**config.mk**
```make
export PLATFORM = sky130hd
export DESIGN_NAME = byte_rle_decoder
export DESIGN_NICKNAME = d
export VERILOG_FILES = /design/src/sv/brle_pkg.sv /design/src/sv/brle_ctrl.sv /design/src/sv/brle_dp.sv /design/src/sv/byte_rle_decoder.sv
export SDC_FILE = /design/constraint.sdc
export NUM_CORES = 1
export LEC_CHECK = 0
export BUFFER_PORTS_ARGS = -buffer_cell sky130_fd_sc_hd__clkbuf_2
export CAP_MARGIN = 10
export CORE_ASPECT_RATIO = 0.75
export CORE_MARGIN = 2
export CORE_UTILIZATION = 40
export DETAILED_ROUTE_END_ITERATION = 12
export PLACE_DENSITY = 0.62
export SLEW_MARGIN = 30
export SYNTH_ARGS = -nofsm -noshare
export SYNTH_HDL_FRONTEND = slang
export SYNTH_SLANG_ARGS = --single-unit
```
**constraint.sdc**
```tcl
create_clock -name clk -period 11.3 [get_ports clk]
set_input_delay 2.26 -clock clk [delete_from_list [all_inputs] [get_ports clk]]
set_output_delay 2.26 -clock clk [all_outputs]
set_load 0.02 [all_outputs]
```
**src/sv/brle_pkg.sv**
```systemverilog
// types and constants shared by the byte run-length decoder
// no dependencies
package brle_pkg;

  localparam int HDR_BYTES = 8;
  localparam int OUT_BYTES = 8;
  localparam int CTRL_RUN_BIT = 7;

  localparam logic STATUS_OK = 1'b0;
  localparam logic STATUS_SHORT_HDR = 1'b1;

  typedef enum logic [1:0] {
    PH_HEADER  = 2'd0,
    PH_CONTROL = 2'd1,
    PH_RUN     = 2'd2,
    PH_LITERAL = 2'd3
  } phase_t;

  typedef enum logic {
    ST_IDLE = 1'b0,
    ST_RUN  = 1'b1
  } ctl_state_t;

  typedef struct packed {
    logic [7:0] in_byte;
    logic       in_last;
  } in_item_t;

  typedef struct packed {
    logic [63:0] out_data;
    logic [3:0]  out_count;
    logic        out_last;
    logic        out_status;
  } out_item_t;

  // controller to datapath
  typedef struct packed {
    logic accept;
    logic step;
  } brle_cmd_t;

  // datapath to controller
  typedef struct packed {
    logic out_busy;
    logic run_start;
    logic run_final;
  } brle_stat_t;

endpackage

```
**src/sv/brle_ctrl.sv**
```systemverilog
// controller: idle / run emission state machine and input handshake
// depends on brle_pkg
module brle_ctrl (
  input  logic                clk,
  input  logic                rst_n,
  input  logic                in_valid,
  output logic                in_ready,
  input  brle_pkg::brle_stat_t stat,
  output brle_pkg::brle_cmd_t  cmd
);
  import brle_pkg::*;

  ctl_state_t state_r, state_nxt;

  always_ff @(posedge clk) begin
    if (!rst_n) begin
      state_r <= ST_IDLE;
    end else begin
      state_r <= state_nxt;
    end
  end

  always_comb begin
    state_nxt = state_r;
    unique case (state_r)
      ST_IDLE: begin
        if (in_valid && in_ready && stat.run_start) state_nxt = ST_RUN;
      end
      ST_RUN: begin
        if (!stat.out_busy && stat.run_final) state_nxt = ST_IDLE;
      end
      default: state_nxt = ST_IDLE;
    endcase
  end

  always_comb begin
    in_ready   = 1'b0;
    cmd.accept = 1'b0;
    cmd.step   = 1'b0;
    unique case (state_r)
      ST_IDLE: begin
        in_ready   = !stat.out_busy;
        cmd.accept = in_valid && !stat.out_busy;
      end
      ST_RUN: begin
        cmd.step = !stat.out_busy;
      end
      default: ;
    endcase
  end

endmodule

```
**src/sv/brle_dp.sv**
```systemverilog
// datapath: header size, block state, run engine and output register
// depends on brle_pkg
module brle_dp #(
  parameter int LANE_BYTES = 8
) (
  input  logic                 clk,
  input  logic                 rst_n,
  input  brle_pkg::in_item_t   in_item,
  input  brle_pkg::brle_cmd_t  cmd,
  output brle_pkg::brle_stat_t stat,
  output logic                 out_valid,
  input  logic                 out_ready,
  output brle_pkg::out_item_t  out_item
);
  import brle_pkg::*;

  localparam int LANE = (LANE_BYTES > OUT_BYTES) ? OUT_BYTES :
                        ((LANE_BYTES < 1) ? 1 : LANE_BYTES);
  localparam logic [7:0] LANE8 = 8'(LANE);

  // room_r holds declared size minus bytes already emitted
  logic [63:0] room_r, room_nxt;
  logic [3:0]  hdr_cnt_r, hdr_cnt_nxt;
  phase_t      phase_r, phase_nxt;
  logic [7:0]  rem_r, rem_nxt;
  logic [7:0]  run_left_r, run_left_nxt;
  logic [7:0]  run_byte_r, run_byte_nxt;
  logic        run_last_r, run_last_nxt;
  out_item_t   out_r, out_nxt;
  logic        out_valid_r, out_valid_nxt;

  logic        room_lt;
  logic [7:0]  run_n;
  logic [7:0]  chunk;
  logic        chunk_final;
  logic        emit_lit;
  logic        need_run;
  logic        short_hdr;

  assign room_lt     = (room_r[63:8] == 56'd0) && (room_r[7:0] < rem_r);
  assign run_n       = room_lt ? room_r[7:0] : rem_r;
  assign chunk       = (run_left_r > LANE8) ? LANE8 : run_left_r;
  assign chunk_final = (run_left_r <= LANE8);

  assign stat.out_busy  = out_valid_r && !out_ready;
  assign stat.run_start = (phase_r == PH_RUN) && (run_n != 8'd0);
  assign stat.run_final = chunk_final;

  always_comb begin
    room_nxt      = room_r;
    hdr_cnt_nxt   = hdr_cnt_r;
    phase_nxt     = phase_r;
    rem_nxt       = rem_r;
    run_left_nxt  = run_left_r;
    run_byte_nxt  = run_byte_r;
    run_last_nxt  = run_last_r;
    out_nxt       = out_r;
    out_valid_nxt = out_valid_r && !out_ready;
    emit_lit      = 1'b0;
    need_run      = 1'b0;
    short_hdr     = 1'b0;

    if (cmd.accept) begin
      unique case (phase_r)
        PH_HEADER: begin
          room_nxt[8*hdr_cnt_r[2:0] +: 8] = in_item.in_byte;
          hdr_cnt_nxt = hdr_cnt_r + 4'd1;
          if (hdr_cnt_r == 4'(HDR_BYTES - 1)) phase_nxt = PH_CONTROL;
          else short_hdr = 1'b1;
        end
        PH_CONTROL: begin
          // nothing more to produce once the declared size is reached
          if (room_r != 64'd0) begin
            rem_nxt   = {1'b0, in_item.in_byte[6:0]} + 8'd1;
            phase_nxt = in_item.in_byte[CTRL_RUN_BIT] ? PH_RUN : PH_LITERAL;
          end
        end
        PH_RUN: begin
          need_run     = (run_n != 8'd0);
          room_nxt     = room_r - 64'(run_n);
          rem_nxt      = 8'd0;
          phase_nxt    = PH_CONTROL;
          run_left_nxt = run_n;
          run_byte_nxt = in_item.in_byte;
          run_last_nxt = in_item.in_last;
        end
        PH_LITERAL: begin
          if (room_r != 64'd0) begin
            emit_lit = 1'b1;
            room_nxt = room_r - 64'd1;
          end
          if (rem_r != 8'd0) rem_nxt = rem_r - 8'd1;
          if (rem_r <= 8'd1) phase_nxt = PH_CONTROL;
        end
        default: ;
      endcase

      if (emit_lit) begin
        out_nxt.out_data   = {56'd0, in_item.in_byte};
        out_nxt.out_count  = 4'd1;
        out_nxt.out_last   = in_item.in_last;
        out_nxt.out_status = STATUS_OK;
        out_valid_nxt      = 1'b1;
      end else if (in_item.in_last && !need_run) begin
        // end-only item
        out_nxt.out_data   = 64'd0;
        out_nxt.out_count  = 4'd0;
        out_nxt.out_last   = 1'b1;
        out_nxt.out_status = short_hdr ? STATUS_SHORT_HDR : STATUS_OK;
        out_valid_nxt      = 1'b1;
      end

      // buffer end: back to header phase for the next buffer
      if (in_item.in_last) begin
        room_nxt    = 64'd0;
        hdr_cnt_nxt = 4'd0;
        phase_nxt   = PH_HEADER;
        rem_nxt     = 8'd0;
      end
    end

    if (cmd.step) begin
      for (int j = 0; j < OUT_BYTES; j++) begin
        out_nxt.out_data[8*j +: 8] = (8'(j) < chunk) ? run_byte_r : 8'h00;
      end
      out_nxt.out_count  = chunk[3:0];
      out_nxt.out_last   = chunk_final && run_last_r;
      out_nxt.out_status = STATUS_OK;
      out_valid_nxt      = 1'b1;
      run_left_nxt       = run_left_r - chunk;
    end
  end

  always_ff @(posedge clk) begin
    if (!rst_n) begin
      room_r      <= 64'd0;
      hdr_cnt_r   <= 4'd0;
      phase_r     <= PH_HEADER;
      rem_r       <= 8'd0;
      run_left_r  <= 8'd0;
      out_valid_r <= 1'b0;
    end else begin
      room_r      <= room_nxt;
      hdr_cnt_r   <= hdr_cnt_nxt;
      phase_r     <= phase_nxt;
      rem_r       <= rem_nxt;
      run_left_r  <= run_left_nxt;
      out_valid_r <= out_valid_nxt;
    end
  end

  always_ff @(posedge clk) begin
    run_byte_r <= run_byte_nxt;
    run_last_r <= run_last_nxt;
    out_r      <= out_nxt;
  end

  assign out_valid = out_valid_r;
  assign out_item  = out_r;

endmodule

```
**src/sv/byte_rle_decoder.sv**
```systemverilog
// Byte run-length decoder with an 8-byte little-endian size header. Header, control
// and literal bytes are taken one per cycle; a literal byte within the declared size
// gives a one-byte item. A run value byte is taken and then holds off input while its
// run of n bytes (cut at the declared size) leaves the output register as ceil(n/lane)
// items, one per cycle that out_ready allows. Lane width is LANE_BYTES clamped to 1..8.
// Every input byte waits while the output register holds an item that out_ready has
// not yet taken.
// depends on brle_pkg, brle_ctrl, brle_dp
module byte_rle_decoder #(
  parameter int LANE_BYTES = 8
) (
  input  logic                clk,
  input  logic                rst_n,
  input  logic                in_valid,
  output logic                in_ready,
  input  brle_pkg::in_item_t  in_item,
  output logic                out_valid,
  input  logic                out_ready,
  output brle_pkg::out_item_t out_item
);
  import brle_pkg::*;

  brle_cmd_t  cmd;
  brle_stat_t stat;

  brle_ctrl u_ctrl (
    .clk      (clk),
    .rst_n    (rst_n),
    .in_valid (in_valid),
    .in_ready (in_ready),
    .stat     (stat),
    .cmd      (cmd)
  );

  brle_dp #(
    .LANE_BYTES (LANE_BYTES)
  ) u_dp (
    .clk       (clk),
    .rst_n     (rst_n),
    .in_item   (in_item),
    .cmd       (cmd),
    .stat      (stat),
    .out_valid (out_valid),
    .out_ready (out_ready),
    .out_item  (out_item)
  );

`ifndef SYNTHESIS
  a_cmd_excl: assert property (@(posedge clk) disable iff (!rst_n)
    cmd.step |-> !cmd.accept)
    else $error("run step and input accept in the same cycle");

  a_empty_is_last: assert property (@(posedge clk) disable iff (!rst_n)
    (out_valid && out_item.out_count == 4'd0) |-> out_item.out_last)
    else $error("empty item not marked last");

  a_status_empty: assert property (@(posedge clk) disable iff (!rst_n)
    (out_valid && out_item.out_status == STATUS_SHORT_HDR) |->
      (out_item.out_count == 4'd0))
    else $error("short header status on a data item");

  a_step_loads: assert property (@(posedge clk) disable iff (!rst_n)
    cmd.step |=> (out_valid && out_item.out_count != 4'd0))
    else $error("run step did not load a data item");
`endif

endmodule
```
==> impl_metrics.ini <==
[grt]
grt_pass1_wl_um = 50700
grt.total_usage_pct = 25.5
grt.overflow.total = 0
antenna_found_initial = 0
grt_pass1_vias = 8434
grt_max_degree = 70

[timing]
period_share_pct = 55.2
tightest_slew_ns = 0.965
slew_viol_final = 0
max_clock_freq_ghz = 0.160
fin_crit_ns = 6.24
final_hold_viol_count = 0
holdWs_ns = 0.487
fin_setup_tns_ns = 0
slew_headroom_pct = 35.5
rsz0062_at_grt = no
skew_ns = 0.0132
setup_violations = 0

[placement]
gp_congestion = 0.921
port_buffers = 84
place_inst = 1512
dpl.hpwl_um = 23000
postPlaceCellArea_um2 = 10600

[critical_path]
path_depth = 14
cpPeakStageDelay_ns = 0.71
path_max_fanout = 11
cp-end-kind = register
reg2reg_depth = 14
path_buf_inv = 0
crit_path_start_kind = register
crit_slowest_cell = or4b_2
worstPathRequired_ns = 11.64
cp_top_family = simple AND/OR/NAND/NOR gates
path_class = reg -> reg
cp.arrival_ns = 6.58
r2r_slack_ns = 5.06
worstPathCellList = or4_4 -> nor4_4 -> and4_1 -> nand4_1 -> mux2i_1 -> or2_2 -> ha_1 -> a21oi_1 -> o21ai_0 -> nor3_1 -> nand3_1 -> or4b_2 -> o311a_1 -> o221a_2

[yosys]
synth_edf_count = 78
avgSynthCellArea_um2 = 8.57
syn_area_um2 = 9900
syn-instance-count = 1156
ys_ff_latch = 167
ys_seq_area_share_pct = 41.6
yosys_warnings = 0
synthFlopType = dfxtp_1
syn_nets = 1194
synthSimpleGateAreaFrac_pct = 25.9
synth_mux_area_share_pct = 1.11
synthAdderAreaFrac_pct = 3.23
ys_types = 79
synth_compound_gate_area_share_pct = 21.8
synthXorXnorAreaFrac_pct = 2.12
synth_top_family_by_area = simple AND/OR/NAND/NOR gates
ys_async_sr_fraction_pct = 0

[hold_path]
worstHoldPathType = reg -> reg
holdPathStages = 2

[route]
routed_wl_um = 33500
detail-route-antenna-nets = 0
routed-via-count = 9726
first_pass_iters = 5
vias_per_cell = 6.30
drc_errors = 0
first_iter_violations = 1414
route.detailed.wl_per_inst_um = 21.7

[floorplanning]
rows = 49
start_util_pct = 41.0
fp.dieH_um = 140
dieArea_um2 = 26000
core_area_um2 = 24200
fp.dieW_um = 186
boundaryPins = 85

[final_layout]
synthToLayoutAreaGrowth_pct = 12.8
final_nets = 1239
drive_above_1_share_pct = 14.1
fillCellCount = 2421
n_antenna_cell = 0
finalNonFillerCells = 1545
final_area_um2 = 11200

[clock_tree]
ctsHoldBuffers = 0
ctsResizeCount = 0
ctsHtreeMaxLevel = 4
cts_setup_buffers = 0
cts_tree = done
cts_buffers = 17
clk-insertion-delay-late_ns = 0.44
cts_buffer_depth = 2
cts_root_buf = clkbuf_16
cts.sinks = 167
clkTransAtPathRegs_ns = 0.08

[outcome]
status = complete, no violations

[flow_run]
drv_cap = 0

[power_and_ir_drop]
peakVddDrop_mv = 0.111
leakage_nw = 4.23
totalPowerFinal_mw = 1.65
power-per-cell-area_nw_per_um2 = 147
==> Yosys cell counts (12+ instances only) <==
| library cell | n | area share [%] |
|---|---|---|
| or4_1 | 17 | 1.3 |
| nand2_1 | 113 | 4.3 |
| dfxtp_1 | 89 | 18 |
| o21ai_0 | 55 | 2.8 |
| nor4_1 | 22 | 1.4 |
| edfxtp_1 | 78 | 24 |
| nor3_1 | 41 | 2.1 |
| nand4_1 | 15 | 0.95 |
| o21a_1 | 14 | 1.1 |
| nand3_1 | 49 | 2.5 |
| clkbuf_1 | 61 | 2.3 |
| a31oi_1 | 26 | 1.6 |
| or2_2 | 12 | 0.76 |
| xor2_1 | 12 | 1.1 |
| inv_1 | 35 | 1.3 |
| xnor2_1 | 12 | 1.1 |
| or3_1 | 22 | 1.4 |
| a21oi_1 | 92 | 4.6 |
| and3_1 | 18 | 1.1 |
| o31ai_1 | 16 | 1.2 |
| nor2_1 | 126 | 4.8 |
| ha_1 | 24 | 3.0 |
==> worst reg2reg max path: stages, from the launching register on <==
cell and delay, ns:
dfxtp_1 0.34, or4_4 0.59, nor4_4 0.59, and4_1 0.34, nand4_1 0.61, mux2i_1 0.31, or2_2 0.32, ha_1 0.36
a21oi_1 0.41, o21ai_0 0.20, nor3_1 0.61, nand3_1 0.27, or4b_2 0.71, o311a_1 0.35, o221a_2 0.12
==> state kept, by name (all words and copies together), names as in the netlist <==
register and flops:
u_dp.phase_r 2, u_dp.out_valid 1, u_dp.run_byte_r 8, u_dp.out_item 70, u_dp.run_left_r 8, u_dp.run_last_r 1, u_dp.hdr_cnt_r 4, u_ctrl.state_r 1
u_dp.rem_r 8, u_dp.room_r 64
==> cell usage in the layout (no fill, tap or decap), drive strengths merged, types with 8 or more instances in the layout <==
cell and instances:
mux2i 11, nand3 50, buf 12, a22oi 11, dfxtp 89, a21o 8, xor2 12, a32oi 9
clkbuf 103, ha 24, nand2 113, inv 45, or2 12, o211ai 12, o21ai 55, nor2 126
nor2b 8, a31oi 26, xnor2 12, nor3 45, o21a 14, and2 10, nor4 23, or4 18
nand2b 11, a21oi 92, or3 24, edfxtp 78, o31ai 16, nand4 16, and3 18, o31a 11
==> routing by layer <==
metal | vias up | part of all wire (%) | GRT usage (%)
met1 | 4596 | 46 | 39.2
met4 | 0 | 2.3 | 7.42
met5 | - | 0 | 0
li1 | 4446 | - | -
met2 | 616 | 39 | 33.3
met3 | 68 | 13 | 8.45
==> final timing paths <==
path                                               startpoint                             to
worst max-delay path             u_dp.room_r[32]$_SDFFE_PN0P_   u_dp.room_r[40]$_SDFFE_PN0P_
worst min-delay path            u_dp.out_item[0]$_SDFFE_PP0P_  u_dp.out_item[0]$_SDFFE_PP0P_
worst max register to register   u_dp.room_r[32]$_SDFFE_PN0P_   u_dp.room_r[40]$_SDFFE_PN0P_
worst min register to register  u_dp.out_item[0]$_SDFFE_PP0P_  u_dp.out_item[0]$_SDFFE_PP0P_
==> per-stage QoR <==
stage                     setup slack, ns  utilization (%)
after floorplan                      6.12                -
after global placement               5.36             43.7
after detailed placement             5.27             43.7
after CTS                            5.23             46.2
after global routing                 4.85             46.3
final                                5.06             46.3
==> power by group <==
part           internal (mW)  total [mW]  switching (mW)
Combinational          0.117       0.371           0.254
Clock                  0.319       0.608           0.289
Sequential             0.650       0.667          0.0168
Total                   1.09        1.65           0.560
==> layout make-up <==
type                       instances  area, µm²  share of cell area (%)
multi-input combinational        881       5380                    48.1
sequential                       167       4130                    36.9
clock inverter                    14        171                    1.53
timing repair buffer              97        518                    4.64
tap                              331        414                    3.71
clock buffer                      18        429                    3.84
inverter                          37        139                    1.24
==> cell families after synthesis <==
family,count (synthesis)
multiplexers,11
buffers and inverters,108
other,1
AND/OR/NAND/NOR,497
AO/OA/AOI/OAI,323
flip-flops,167
adder cells (fa/ha/maj),25
XOR/XNOR,24
(Power assumes the default switching activity.)
